## config.mk

```make
export PLATFORM = sky130hd
export DESIGN_NAME = wst_scaler
export DESIGN_NICKNAME = d
export VERILOG_FILES = /design/src/hw/rtl/wst_pkg.sv /design/src/hw/rtl/wst_scaler.sv
export SDC_FILE = /design/constraint.sdc
export NUM_CORES = 2
export LEC_CHECK = 0
export BUFFER_PORTS_ARGS = -buffer_cell sky130_fd_sc_hd__buf_2
export CELL_PAD_IN_SITES_DETAIL_PLACEMENT = 0
export CELL_PAD_IN_SITES_GLOBAL_PLACEMENT = 2
export CORE_UTILIZATION = 39
export DETAILED_ROUTE_END_ITERATION = 8
export PLACE_DENSITY_LB_ADDON = 0.1
export SLEW_MARGIN = 15
export SYNTH_ARGS = -nofsm -noshare
export SYNTH_HDL_FRONTEND = slang
export SYNTH_SLANG_ARGS = --single-unit
```

## constraint.sdc

```tcl
create_clock -name clk -period 7.9 [get_ports clk]
set_input_delay 0.79 -clock clk [delete_from_list [all_inputs] [get_ports clk]]
set_output_delay 0.79 -clock clk [all_outputs]
set_load 0.02 [all_outputs]
```

## src/hw/rtl/wst_pkg.sv

```systemverilog
`default_nettype none

package wst_pkg;

  // tree geometry and number formats
  localparam int NODE_BITS   = 8;
  localparam int DEPTH       = 256;
  localparam int COUNT_BITS  = 9;
  localparam int WEIGHT_BITS = 32;
  localparam int SUM_BITS    = 40;
  localparam int FRAC_BITS   = 32;

  localparam logic [SUM_BITS-1:0]   SUM_MAX   = '1;
  localparam logic [COUNT_BITS-1:0] COUNT_MAX = COUNT_BITS'(DEPTH);

  // item kinds carried on tuser
  localparam logic OP_SET    = 1'b0;
  localparam logic OP_SELECT = 1'b1;

  // write and read requests to the subtree sum store
  typedef struct packed {
    logic                 we;
    logic [NODE_BITS-1:0] waddr;
    logic [SUM_BITS-1:0]  wdata;
    logic [NODE_BITS-1:0] raddr_a;
    logic [NODE_BITS-1:0] raddr_b;
  } sum_req_t;

endpackage

`default_nettype wire

```

## src/hw/rtl/wst_scaler.sv

```systemverilog
`default_nettype none

module wst_scaler
  import wst_pkg::*;
(
  input  wire logic                 clk,
  input  wire logic                 load,
  input  wire logic [SUM_BITS-1:0]  total,
  input  wire logic [FRAC_BITS-1:0] frac,
  output logic [SUM_BITS-1:0]       target
);

  localparam int HI_BITS = SUM_BITS - FRAC_BITS;

  logic [2*FRAC_BITS-1:0]       p_lo;
  logic [HI_BITS+FRAC_BITS-1:0] p_hi;
  logic [SUM_BITS:0]            acc;

  // partial products of total * frac, split at bit 32 of total
  always_ff @(posedge clk) begin
    if (load) begin
      p_lo <= total[FRAC_BITS-1:0] * frac;
      p_hi <= total[SUM_BITS-1:FRAC_BITS] * frac;
    end
  end

  // floor(total * frac / 2^32); never above total, so it fits in SUM_BITS
  assign acc    = {1'b0, p_hi} + {{(SUM_BITS+1-FRAC_BITS){1'b0}}, p_lo[2*FRAC_BITS-1:FRAC_BITS]};
  assign target = acc[SUM_BITS-1:0];

endmodule

`default_nettype wire

```

==> results.yml <==
status:
  status: "finished clean"
place:
  portBuffers: 113
  dpl.cell_count: 6520
  place_area_sq_mm: 0.0486
  hpwl_mm: 109
  pre_cts_slack_ns: -0.623
  place_congestion: 0.822
synthesis:
  synthMostInstantiatedCell: "fa_1"
  syn_inst: 4823
  synth_edf_count: 72
  synth_cell_types: 66
  yosysSeqAreaShare: 0.0488
  synth_top_area_cell: "fa_1"
  synthTopCellsByCount: "1,076 x fa_1, 1,040 x inv_1, 727 x and2_1"
  synth_flop_cell: "edfxtp_1"
  synth_seq_cells: 72
  yosys.area.top_type_share: 0.487
  yosys_warnings: 0
  synth.net_count: 6325
  syn_area_per_cell_sq_um: 9.18
  syn_area_sq_mm: 0.0443
  async_reset_ff_frac: 0
  synth_area_leaders: "fa_1 49%, and2_1 10%, ha_1 9.9%"
route:
  drt_iter0_drc: 1310
  wl_per_cell_microns: 19.0
  drc: 0
  vias: 31900
  drt-total-wl_mm: 124
  vias_per_cell: 4.87
  drtAntennaViolNets: 0
  dr.pass1.iters: 6
sta:
  setup_viol: 0
  finalHoldWorstSlack_ns: 1.10
  relSlewSlack: 0.331
  period_share: 0.977
  rsz0062_at_grt: "yes"
  finalWorstSetupSlack_ns: 0.184
  tightest_slew_ns: 1.00
  hold_viol: 0
  maxSlewViolCount: 0
  min_period_ns: 7.72
  fmax_ghz: 0.130
global_route:
  gr-total-overflow: 0
  grt_pass1_vias: 35500
  grt_usage: 0.226
  antenna_found_initial: 6
  grt_max_degree: 73
  gr-usage-met3: 0.0107
  grt_use_met2: 0.409
  grt_pass1_wl_mm: 203
  busiest_layer: "met2"
  grtUsageMet1: 0.303
finish:
  nFillCells: 11400
  fin_area_sq_mm: 0.0495
  syn2layout_area_growth_pct: 11.7
  multiInputGateArea_sq_mm: 0.0375
  layout-drive-gt1-share: 0.110
  final_cells: 6546
  area.sequential_sq_mm: 0.00216
  final_nets: 6539
setup_path:
  crit_arrival_ns: 7.81
  critPathRequiredTime_ns: 8.00
  cp_top_family: "adder cells"
  end_kind: "flip-flop"
  critPathMaxStageDelay_ns: 0.57
  worstSetupPathType: "in -> reg"
  path_buf_inv: 6
  cp_max_fo: 15
  cpMostUsedCell: "fa_1"
  crit_path_start_kind: "primary input"
  slowest_stage: "fa_1"
floorplanning:
  die_h_microns: 339
  core.rowCount: 123
  fp.dieW_microns: 339
  ioPinCount: 114
  dieArea_sq_mm: 0.115
  start_util: 0.394
  core_area_sq_mm: 0.112
clocking:
  ctsHoldBuffers: 0
  cts.clk_slew.worst_paths_ns: 0.06
  cts_tree: "built"
  cts_root_buf: "clkbuf_16"
  clk_path_buf_depth: 2
  cts_sinks: 72
  h-tree-depth: 3
  cts_buffers: 9
worst_hold_path:
  min_path_type: "in -> reg"
job:
  cap_violations: 0
-- path summary, 6_finish.rpt --
check,cells after the start,start,slack (ns),to
min,1,load,1.10,p_hi[36]
max,25,frac[5],0.18,p_lo[63]
-- metrics by stage --
stage	util	TNS, ns
2_1_floorplan	-	0
3_3_place_gp	0.432	-7.20
3_5_place_dp	0.432	-7.83
4_1_cts	0.435	0
5_1_grt	0.440	-0.00112
6_report	0.440	0
-- cells by family after synthesis --
kind of cell / Yosys count / synth area share
muxes: 1 / 0.000226
xor gates and xnor gates: 97 / 0.0192
and+or+nand+nor: 1538 / 0.178
buffers and inverters: 1306 / 0.111
adders and majority gates: 1428 / 0.586
AOI/OAI and AO/OA: 381 / 0.0569
DFF: 72 / 0.0488
-- sequential cells by signal, indices dropped and copies added (netlist names) --
signal and count:
p_hi 40, p_lo 32
-- repair_timing --
item / 4_1_cts / 5_1_grt
pin swaps: 3 / 53
setup buffers: 0 / 7
gates resized for setup: 27 / 110
setup endpoints to repair: 10 / 19
-- cell type report --
cell class / count / area share
multi-input combinational: 3445 / 0.759
inverter: 1040 / 0.0789
timing repair buffer: 469 / 0.0745
sequential: 72 / 0.0437
tap: 1500 / 0.0379
clock buffer: 9 / 0.00455
clock inverter: 6 / 0.00121
antenna: 5 / 0.000253
-- per-layer routing --
layer  routed length, microns  part of all wire
met3                     1990             0.016
met2                    64900              0.52
met4                     1920             0.015
met5                       14           0.00011
met1                    55500              0.45
-- placed cells by master, fill, tap and decap left out, types with 10 or more instances in the layout --
master,netlist,routed
buf_6,1,22
fa_2,0,10
nor2_1,54,53
o21bai_1,15,14
o211ai_1,10,10
and3_1,13,12
clkbuf_4,0,10
a21oi_1,123,115
inv_1,1040,1040
buf_4,0,325
nand4_1,15,15
nor3_1,22,20
ha_1,352,345
buf_12,0,20
edfxtp_1,72,72
nand3_1,34,32
fa_1,1076,1066
o21ai_0,53,47
and2_1,727,726
xnor2_1,63,63
nor2b_1,14,14
xor2_1,34,34
nand2_1,625,624
buf_2,0,86
o21a_1,13,13
a21o_1,80,79
Power is left out: the tool's default activity adds up to more than one toggle a clock period on the data nets, which glitch-free logic cannot reach.
